===== src/hdl/fda_pkg.sv =====
// ---------------------------------------------------------------------------
// fda_pkg
// Shared types and codes of the descriptor and file-entry allocator.
// ---------------------------------------------------------------------------
package fda_pkg;

  // Operation codes of an input word.
  typedef enum logic [1:0] {
    FN_ALLOC  = 2'd0,
    FN_LOOKUP = 2'd1,
    FN_CLOSE  = 2'd2
  } func_e;

  // Status codes of a result word.
  typedef enum logic [2:0] {
    ST_OK   = 3'd0,
    ST_BADF = 3'd1,
    ST_NOFD = 3'd2,
    ST_FULL = 3'd3,
    ST_ZERO = 3'd4
  } status_e;

  // Sequencer states.
  typedef enum logic [1:0] {
    SQ_IDLE = 2'd0,
    SQ_MAP  = 2'd1,
    SQ_CNT  = 2'd2
  } seq_e;

  // Width of one reference count.
  localparam int unsigned CntW = 8;

  // Control of the descriptor map.
  typedef struct packed {
    logic rd;   // read the entry link and valid bit of a slot
    logic wr;   // link a slot to an entry and mark it valid
    logic clr;  // mark a slot free
  } map_ctl_t;

  // Control of the reference-count memory.
  typedef struct packed {
    logic rd;
    logic wr;
  } cnt_ctl_t;

  // One result word.
  typedef struct packed {
    status_e    status;
    logic [3:0] fd;
    logic [5:0] entry;
    logic       last;
    logic [5:0] high_water;
  } result_t;

endpackage


===== src/hdl/fda_slot_map.sv =====
// ---------------------------------------------------------------------------
// fda_slot_map
// Descriptor map: a memory of entry links, a valid bit per slot and a
// priority encoder that finds the lowest free slot.
// ---------------------------------------------------------------------------
module fda_slot_map
  import fda_pkg::*;
#(
  parameter int unsigned FD_SLOTS     = 16,
  parameter int unsigned FILE_ENTRIES = 64
) (
  input  logic                            clk_i,
  input  logic                            rst_ni,
  input  map_ctl_t                        ctl_i,
  input  logic [$clog2(FD_SLOTS)-1:0]     addr_i,
  input  logic [$clog2(FILE_ENTRIES)-1:0] wdata_i,
  output logic [$clog2(FILE_ENTRIES)-1:0] rdata_o,
  output logic                            rvalid_o,
  output logic                            free_found_o,
  output logic [$clog2(FD_SLOTS)-1:0]     free_slot_o
);

  localparam int unsigned SW = $clog2(FD_SLOTS);
  localparam int unsigned EW = $clog2(FILE_ENTRIES);

  logic [EW-1:0]       mem_q [FD_SLOTS];
  logic [EW-1:0]       rdata_q;
  logic                rvalid_q;
  logic [FD_SLOTS-1:0] valid_q;
  logic [FD_SLOTS-1:0] valid_d;

  // Link memory with a registered read port.
  always_ff @(posedge clk_i) begin
    if (ctl_i.wr) begin
      mem_q[addr_i] <= wdata_i;
    end
    if (ctl_i.rd) begin
      rdata_q <= mem_q[addr_i];
    end
  end

  // Valid bit of the slot being read, registered along with the link.
  always_ff @(posedge clk_i or negedge rst_ni) begin
    if (!rst_ni) begin
      rvalid_q <= 1'b0;
    end else if (ctl_i.rd) begin
      rvalid_q <= valid_q[addr_i];
    end
  end

  // Slot valid bits; reset frees every slot at once.
  always_comb begin
    valid_d = valid_q;
    if (ctl_i.wr) begin
      valid_d[addr_i] = 1'b1;
    end
    if (ctl_i.clr) begin
      valid_d[addr_i] = 1'b0;
    end
  end

  always_ff @(posedge clk_i or negedge rst_ni) begin
    if (!rst_ni) begin
      valid_q <= '0;
    end else begin
      valid_q <= valid_d;
    end
  end

  // Lowest free slot.
  always_comb begin
    free_found_o = 1'b0;
    free_slot_o  = '0;
    for (int i = FD_SLOTS - 1; i >= 0; i--) begin
      if (!valid_q[i]) begin
        free_found_o = 1'b1;
        free_slot_o  = SW'(i);
      end
    end
  end

  assign rdata_o  = rdata_q;
  assign rvalid_o = rvalid_q;

endmodule


===== src/hdl/fda_ref_count.sv =====
// ---------------------------------------------------------------------------
// fda_ref_count
// Reference counts: a count memory, an in-use bit per entry that stands for
// a nonzero count, and a priority encoder for the lowest unused entry.
// ---------------------------------------------------------------------------
module fda_ref_count
  import fda_pkg::*;
#(
  parameter int unsigned FILE_ENTRIES = 64
) (
  input  logic                            clk_i,
  input  logic                            rst_ni,
  input  cnt_ctl_t                        ctl_i,
  input  logic [$clog2(FILE_ENTRIES)-1:0] addr_i,
  input  logic [CntW-1:0]                 wdata_i,
  output logic [CntW-1:0]                 rdata_o,
  output logic                            zero_found_o,
  output logic [$clog2(FILE_ENTRIES)-1:0] zero_ent_o
);

  localparam int unsigned EW = $clog2(FILE_ENTRIES);

  logic [CntW-1:0]         mem_q [FILE_ENTRIES];
  logic [CntW-1:0]         rdata_q;
  logic                    rbusy_q;
  logic [FILE_ENTRIES-1:0] busy_q;
  logic [FILE_ENTRIES-1:0] busy_d;

  // Count memory with a registered read port.
  always_ff @(posedge clk_i) begin
    if (ctl_i.wr) begin
      mem_q[addr_i] <= wdata_i;
    end
    if (ctl_i.rd) begin
      rdata_q <= mem_q[addr_i];
    end
  end

  // In-use bit of the entry being read; a clear bit means the count is zero.
  always_ff @(posedge clk_i or negedge rst_ni) begin
    if (!rst_ni) begin
      rbusy_q <= 1'b0;
    end else if (ctl_i.rd) begin
      rbusy_q <= busy_q[addr_i];
    end
  end

  assign rdata_o = rbusy_q ? rdata_q : '0;

  // In-use bits follow every count write.
  always_comb begin
    busy_d = busy_q;
    if (ctl_i.wr) begin
      busy_d[addr_i] = (wdata_i != '0);
    end
  end

  always_ff @(posedge clk_i or negedge rst_ni) begin
    if (!rst_ni) begin
      busy_q <= '0;
    end else begin
      busy_q <= busy_d;
    end
  end

  // Lowest entry whose count is zero.
  always_comb begin
    zero_found_o = 1'b0;
    zero_ent_o   = '0;
    for (int i = FILE_ENTRIES - 1; i >= 0; i--) begin
      if (!busy_q[i]) begin
        zero_found_o = 1'b1;
        zero_ent_o   = EW'(i);
      end
    end
  end

endmodule


===== src/hdl/file_descriptor_allocator_unit.sv =====
// ---------------------------------------------------------------------------
// file_descriptor_allocator_unit
// Two-level allocator: a descriptor map over shared file entries with a
// reference count per entry and a high-water mark of allocated entries.
// ---------------------------------------------------------------------------
//  Channel  Direction  Handshake                Payload
//  in       input      in_valid_i / in_stall_o  func_i, fd_i
//  out      output     out_valid_o / out_stall_i status_o, fd_out_o, entry_out_o,
//                                               last_close_o, high_water_o
//
//  Allocate, look up and a bad descriptor pass the accept state and one
//  descriptor-map read. Close goes on to a count read and write-back of the
//  entry the map names, with no write-back if the count is already zero.
//  One word is in work at a time. Reset frees all slots and zeroes all counts at once; no clearing pass.
//  A stalled result holds the finished word in the sequencer until the output
//  register is free, while a waiting output word does not block acceptance.
// ---------------------------------------------------------------------------
module file_descriptor_allocator_unit
  import fda_pkg::*;
#(
  parameter int unsigned FD_SLOTS     = 16,
  parameter int unsigned FILE_ENTRIES = 64
) (
  input  logic       clk_i,
  input  logic       rst_ni,
  input  logic       in_valid_i,
  output logic       in_stall_o,
  input  logic [1:0] func_i,
  input  logic [7:0] fd_i,
  output logic       out_valid_o,
  input  logic       out_stall_i,
  output logic [2:0] status_o,
  output logic [3:0] fd_out_o,
  output logic [5:0] entry_out_o,
  output logic       last_close_o,
  output logic [5:0] high_water_o
);

  localparam int unsigned SW = $clog2(FD_SLOTS);
  localparam int unsigned EW = $clog2(FILE_ENTRIES);

  seq_e            state_q, state_d;
  func_e           func_q;
  logic [7:0]      fd_q;
  logic [EW-1:0]   ent_q, ent_d;
  logic [EW-1:0]   highest_q, highest_d;
  logic            out_valid_q;
  result_t         res_q, res_d;
  logic            done;
  logic            out_free;
  logic            accept;
  logic            fd_bad;

  map_ctl_t        map_ctl;
  logic [SW-1:0]   map_addr;
  logic [EW-1:0]   map_wdata;
  logic [EW-1:0]   map_rdata;
  logic            map_rvalid;
  logic            free_found;
  logic [SW-1:0]   free_slot;

  cnt_ctl_t        cnt_ctl;
  logic [EW-1:0]   cnt_addr;
  logic [CntW-1:0] cnt_wdata;
  logic [CntW-1:0] cnt_rdata;
  logic [CntW-1:0] cnt_dec;
  logic            zero_found;
  logic [EW-1:0]   zero_ent;

  fda_slot_map #(
    .FD_SLOTS    (FD_SLOTS),
    .FILE_ENTRIES(FILE_ENTRIES)
  ) u_map (
    .clk_i       (clk_i),
    .rst_ni      (rst_ni),
    .ctl_i       (map_ctl),
    .addr_i      (map_addr),
    .wdata_i     (map_wdata),
    .rdata_o     (map_rdata),
    .rvalid_o    (map_rvalid),
    .free_found_o(free_found),
    .free_slot_o (free_slot)
  );

  fda_ref_count #(
    .FILE_ENTRIES(FILE_ENTRIES)
  ) u_cnt (
    .clk_i       (clk_i),
    .rst_ni      (rst_ni),
    .ctl_i       (cnt_ctl),
    .addr_i      (cnt_addr),
    .wdata_i     (cnt_wdata),
    .rdata_o     (cnt_rdata),
    .zero_found_o(zero_found),
    .zero_ent_o  (zero_ent)
  );

  // Handshake terms.
  assign in_stall_o = (state_q != SQ_IDLE);
  assign accept     = in_valid_i && !in_stall_o;
  assign out_free   = !out_valid_q || !out_stall_i;
  assign cnt_dec    = cnt_rdata - CntW'(1);

  // A descriptor is bad if the code is unused, it is out of range or free.
  assign fd_bad = (func_q != FN_LOOKUP && func_q != FN_CLOSE)
               || (9'(fd_q) >= 9'(FD_SLOTS)) || !map_rvalid;

  // Next state.
  always_comb begin
    state_d = state_q;
    unique case (state_q)
      SQ_IDLE: begin
        if (accept) begin
          state_d = SQ_MAP;
        end
      end
      SQ_MAP: begin
        if (func_q == FN_CLOSE && !fd_bad) begin
          state_d = SQ_CNT;
        end else if (out_free) begin
          state_d = SQ_IDLE;
        end
      end
      SQ_CNT: begin
        if (out_free) begin
          state_d = SQ_IDLE;
        end
      end
      default: state_d = SQ_IDLE;
    endcase
  end

  // Memory accesses and the result word.
  always_comb begin
    map_ctl   = '0;
    map_addr  = fd_i[SW-1:0];
    map_wdata = zero_ent;
    cnt_ctl   = '0;
    cnt_addr  = zero_ent;
    cnt_wdata = CntW'(1);
    ent_d     = ent_q;
    highest_d = highest_q;
    done      = 1'b0;
    res_d     = '{status: ST_BADF, fd: fd_q[3:0], entry: '0, last: 1'b0,
                  high_water: 6'(highest_q)};
    unique case (state_q)
      SQ_IDLE: begin
        map_ctl.rd = accept;
      end
      SQ_MAP: begin
        if (func_q == FN_ALLOC) begin
          map_addr = free_slot;
          res_d.fd = 4'(free_slot);
          done     = out_free;
          if (!free_found) begin
            res_d.status = ST_NOFD;
            res_d.fd     = '0;
          end else if (!zero_found) begin
            res_d.status = ST_FULL;
          end else begin
            res_d.status = ST_OK;
            res_d.entry  = 6'(zero_ent);
            map_ctl.wr   = out_free;
            cnt_ctl.wr   = out_free;
            if (zero_ent > highest_q) begin
              highest_d = zero_ent;
            end
            res_d.high_water = 6'(highest_d);
          end
        end else if (fd_bad) begin
          done = out_free;
        end else if (func_q == FN_LOOKUP) begin
          res_d.status = ST_OK;
          res_d.entry  = 6'(map_rdata);
          done         = out_free;
        end else begin
          // Close: free the slot and fetch the entry's count.
          map_addr    = fd_q[SW-1:0];
          map_ctl.clr = 1'b1;
          cnt_addr    = map_rdata;
          cnt_ctl.rd  = 1'b1;
          ent_d       = map_rdata;
        end
      end
      SQ_CNT: begin
        cnt_addr    = ent_q;
        cnt_wdata   = cnt_dec;
        res_d.entry = 6'(ent_q);
        done        = out_free;
        if (cnt_rdata == '0) begin
          res_d.status = ST_ZERO;
        end else begin
          res_d.status = ST_OK;
          res_d.last   = (cnt_dec == '0);
          cnt_ctl.wr   = out_free;
        end
      end
      default: begin
        done = 1'b0;
      end
    endcase
  end

  // Sequencer and bookkeeping registers.
  always_ff @(posedge clk_i or negedge rst_ni) begin
    if (!rst_ni) begin
      state_q   <= SQ_IDLE;
      highest_q <= '0;
    end else begin
      state_q <= state_d;
      if (done) begin
        highest_q <= highest_d;
      end
    end
  end

  // Captured input word and entry under close.
  always_ff @(posedge clk_i) begin
    if (accept) begin
      func_q <= func_e'(func_i);
      fd_q   <= fd_i;
    end
    ent_q <= ent_d;
  end

  // Output register.
  always_ff @(posedge clk_i or negedge rst_ni) begin
    if (!rst_ni) begin
      out_valid_q <= 1'b0;
    end else if (done) begin
      out_valid_q <= 1'b1;
    end else if (!out_stall_i) begin
      out_valid_q <= 1'b0;
    end
  end

  always_ff @(posedge clk_i) begin
    if (done) begin
      res_q <= res_d;
    end
  end

  assign out_valid_o  = out_valid_q;
  assign status_o     = res_q.status;
  assign fd_out_o     = res_q.fd;
  assign entry_out_o  = res_q.entry;
  assign last_close_o = res_q.last;
  assign high_water_o = res_q.high_water;

  // The count stage is reached only by a close.
  a_cnt_close : assert property (@(posedge clk_i) disable iff (!rst_ni)
    state_q == SQ_CNT |-> func_q == FN_CLOSE)
    else $error("count stage entered without a close");

  // The high-water mark never falls.
  a_hw_mono : assert property (@(posedge clk_i) disable iff (!rst_ni)
    1'b1 |=> highest_q >= $past(highest_q))
    else $error("high-water mark decreased");

  // A last-reference flag comes only with a good close.
  a_last_ok : assert property (@(posedge clk_i) disable iff (!rst_ni)
    out_valid_o && last_close_o |-> status_o == ST_OK)
    else $error("last close flagged on an error result");

  // A result is finished only while the output register can take it.
  a_no_overwrite : assert property (@(posedge clk_i) disable iff (!rst_ni)
    done |-> out_free)
    else $error("result overwrote a stalled word");

endmodule


===== config.mk =====
export PLATFORM = sky130hd
export DESIGN_NAME = file_descriptor_allocator_unit
export DESIGN_NICKNAME = d
export VERILOG_FILES = /design/src/hdl/fda_pkg.sv /design/src/hdl/fda_slot_map.sv /design/src/hdl/fda_ref_count.sv /design/src/hdl/file_descriptor_allocator_unit.sv
export SDC_FILE = /design/constraint.sdc
export NUM_CORES = 1
export LEC_CHECK = 0
export CAP_MARGIN = 20
export CORE_ASPECT_RATIO = 0.6
export CORE_MARGIN = 2
export CORE_UTILIZATION = 30
export DETAILED_ROUTE_END_ITERATION = 7
export DONT_BUFFER_PORTS = 1
export GPL_TIMING_DRIVEN = 0
export PLACE_DENSITY = 0.47
export SKIP_LAST_GASP = 1
export SYNTH_ARGS = -nofsm -noshare
export SYNTH_HDL_FRONTEND = slang
export SYNTH_HIERARCHICAL = 1
export SYNTH_SLANG_ARGS = --single-unit

===== constraint.sdc =====
create_clock -name clk_i -period 4.8 [get_ports clk_i]
set_clock_uncertainty 0.15 [all_clocks]
set_input_delay 0.48 -clock clk_i [delete_from_list [all_inputs] [get_ports clk_i]]
set_output_delay 0.48 -clock clk_i [all_outputs]
set_load 0.01 [all_outputs]

==> flow_summary.ini <==
[timing]
period_share = 1.056
slew_violations = 0
rsz0062_at_grt = true
setup_violations = 33
setup_tns_ns = -1.688
finalWorstSetupSlack_ns = -0.2700
hold_viol = 0
fmaxAchievable_mhz = 197.2
worstMarginPinSlew_ns = 1.280
fin_crit_ns = 5.070
relSlewSlack = 0.1430

[power]
power_switching_w = 0.005717
p_leak_nw = 13.25
pwr-share-seq = 0.420
pwr-share-clk = 0.342
total_power_w = 0.01758
powerDensity_nw_per_um2 = 452.2
power_frac_comb = 0.238
irDropWorstVdd_v = 0.0002454
switching_share = 0.3253
p_int_w = 0.01186

[route]
first_iter_violations = 3406
ant_nets = 0
firstDrtPassIters = 6
wl_per_cell_um = 34.42
drt-vias-per-instance = 5.738
drc_errors = 0
via_count = 21482
wirelength_mm = 128.9

[min_path]
hp-class = in -> async

[final_layout]
syn_to_final_growth_pct = 23.20
fin_area_um2 = 38870
num-fill-cells = 9791
regArea_um2 = 22050
multiInputGateArea_um2 = 9801
final_nets = 2302
n_antenna_cell = 0
drive_gt1_frac = 0.2776

[die]
io_pins = 36
initial_core_util = 0.3015
die_w_um = 422.7
fp.dieArea_um2 = 107900
row_count = 92
core-area_um2 = 104600
dieHeight_um = 255.2

[place]
port_buffers = 0
routabilityCongestion = 0.9981
place_area_um2 = 34160
dp_worst_setup_slack_ns = -2.269
place_hpwl_mm = 90.46

[synth]
ys_ff_latch = 749
synth_area_um2 = 31550
syn_nets = 2092
syn_inst = 2063
netlist_top_cells_count = edfxtp_1 (658), nor2_1 (179), nand2_1 (129)
synth.area.top_cells = edfxtp_1 (63%), dfrtp_1 (7.2%), mux4_2 (3.9%)
yosysMostFrequentCell = edfxtp_1
ys_types = 83
synth_top_cell_by_area = edfxtp_1
synth_top_area_share = 0.6263
synth-seq-area-share = 0.6984
ys.flop_type = edfxtp_1
async_flop_share = 0.1215
syn_area_per_cell_um2 = 15.29
yosysWarnings = 6
synth_edf_count = 658

[clock_tree]
clkLatencyLatePin_ns = 0.69
clock_path_buffers = 3
cts_tree = yes
root_buffer = clkbuf_16
cts_sinks = 749
cts_made_buffers = 74
cts_htree_levels = 3
path_clk_slew_ns = 0.07

[global_route]
grt_max_degree = 92
grt_antenna_before_repair = 8
grt_pass1_wl_mm = 172.3
grt_use_total = 0.2356
gr-total-overflow = 0
grt_pass1_vias = 19800

[setup_path]
critPathMaxFanout = 8
reg2reg_depth = 13
rrSetupSlack_ns = -0.27
reg2reg_from = u_cnt/busy_q[16]
startpoint = u_cnt/busy_q[16]
worstSetupEndpoint = u_cnt/rdata_q[5]
worstSetupStartpointType = flop
critical_path_class = reg -> reg
arrival_ns = 5.33
setup.worst_path.end_class = flop
crit_required_ns = 5.06
rr_endpoint = u_cnt/rdata_q[5]

[run_status]
status = complete, but fails checks
violations = setup timing

[run]
drv_cap = 0
[cell families after synthesis]
kind of cell	after synthesis	share of synthesized area
DFF	749	0.6984
buffers and inverters	161	0.02562
adders and majority gates	15	0.005949
muxes	195	0.09478
AOI/OAI and AO/OA	467	0.1037
xor gates and xnor gates	7	0.001943
and+or+nand+nor	469	0.06956
[how the worst min path moves through the flow]
stage          startpoint               to
2_1_floorplan      rst_ni     highest_q[0]
3_3_place_gp       rst_ni     highest_q[2]
3_5_place_dp       rst_ni       state_q[1]
4_1_cts            rst_ni  u_cnt/busy_q[3]
5_1_grt           fd_i[6]          fd_q[6]
6_report           rst_ni  u_cnt/busy_q[6]
[metrics by stage]
step	hold WS (ns)	util	instances
3_3_place_gp	0.03767	0.3184	3473
3_5_place_dp	0.03989	0.3264	3528
6_report	0.2783	0.3715	3744
2_1_floorplan	0.03441	-	2063
5_1_grt	0.2756	0.3715	3744
4_1_cts	0.2569	0.3665	3724
[sequential cells by signal (all words and copies together) (netlist names), 2 cells and up]
register,count
u_cnt/rdata_q,8
highest_q,6
status_o,3
high_water_o,6
func_q,2
u_map/valid_q,16
fd_out_o,4
u_cnt/mem_q,512
state_q,2
u_cnt/busy_q,64
ent_q,6
u_map/mem_q,96
entry_out_o,6
u_map/rdata_o,6
fd_q,8
[critical path, stage by stage, from the launching register on]
cell       delay (ns)
dfrtp_1          0.45
nand2_2          0.13
a31oi_1          0.19
o21ai_2          0.10
a211oi_2         0.33
o2111ai_4        0.21
a31oi_4          0.33
a22o_1           0.21
buf_6            0.14
buf_16           0.17
mux4_2           0.54
o211ai_1         1.01
o221ai_1         0.27
or4b_1           0.54
[placed cells by master, fill, tap and decap left out, types with 14 or more instances in the layout]
cell,synthesis,layout
a22o_1,26,23
mux2_2,54,54
a22oi_1,40,40
a21oi_1,91,83
clkbuf_2,2,14
mux4_1,17,17
o21ai_0,78,67
inv_1,44,42
o22ai_1,27,20
buf_4,17,87
nor2_4,0,34
a221oi_1,70,56
nor2_1,179,118
mux2i_1,67,60
buf_12,2,25
nand3_1,27,22
nor2_2,1,28
dfrtp_1,91,79
and2_1,23,15
edfxtp_1,658,658
clkbuf_16,0,75
mux4_2,55,55
nand2_1,129,117
clkbuf_1,45,37
nand4_1,21,21
buf_6,8,38
buf_8,0,22
[routing by layer]
| layer | GRT usage | vias up | wire length, um |
|---|---|---|---|
| met4 | 0.05133 | 4 | 2566 |
| met2 | 0.2939 | 1359 | 48180 |
| met3 | 0.09406 | 157 | 17440 |
| met5 | 0 | - | 27 |
| met1 | 0.3700 | 11299 | 60650 |
| li1 | - | 8663 | - |
[layout make-up]
class / instances / share of cell area
buffer: 109 / 0.02730
multi-input combinational: 1153 / 0.2521
inverter: 46 / 0.004474
clock buffer: 96 / 0.05160
tap: 1410 / 0.04539
sequential: 749 / 0.5673
clock inverter: 41 / 0.01207
timing repair buffer: 140 / 0.03969
[repair_timing]
item | CTS | global route
resized for setup | 304 | 93
buffers inserted | 45 | 25
gates cloned | 2 | 0
hold buffers | 14 | 0
hold endpoints to repair | 104 | 0
pin swaps | 26 | 27
endpoints found under the setup margin | 585 | 501
[power groups by stage]
stage | Combinational (W) | Sequential [W] | Clock [W]
finish | 0.00419 | 0.00738 | 0.00601
global route | 0.00419 | 0.00739 | 0.00638
CTS | 0.00382 | 0.00737 | 0.00613
detailed placement | 0.00338 | 0.00751 | 0
global placement | 0.00327 | 0.00751 | 0
floorplan | 0.00156 | 0.00744 | 0
Note: power is estimated with default switching activity, not from simulation.
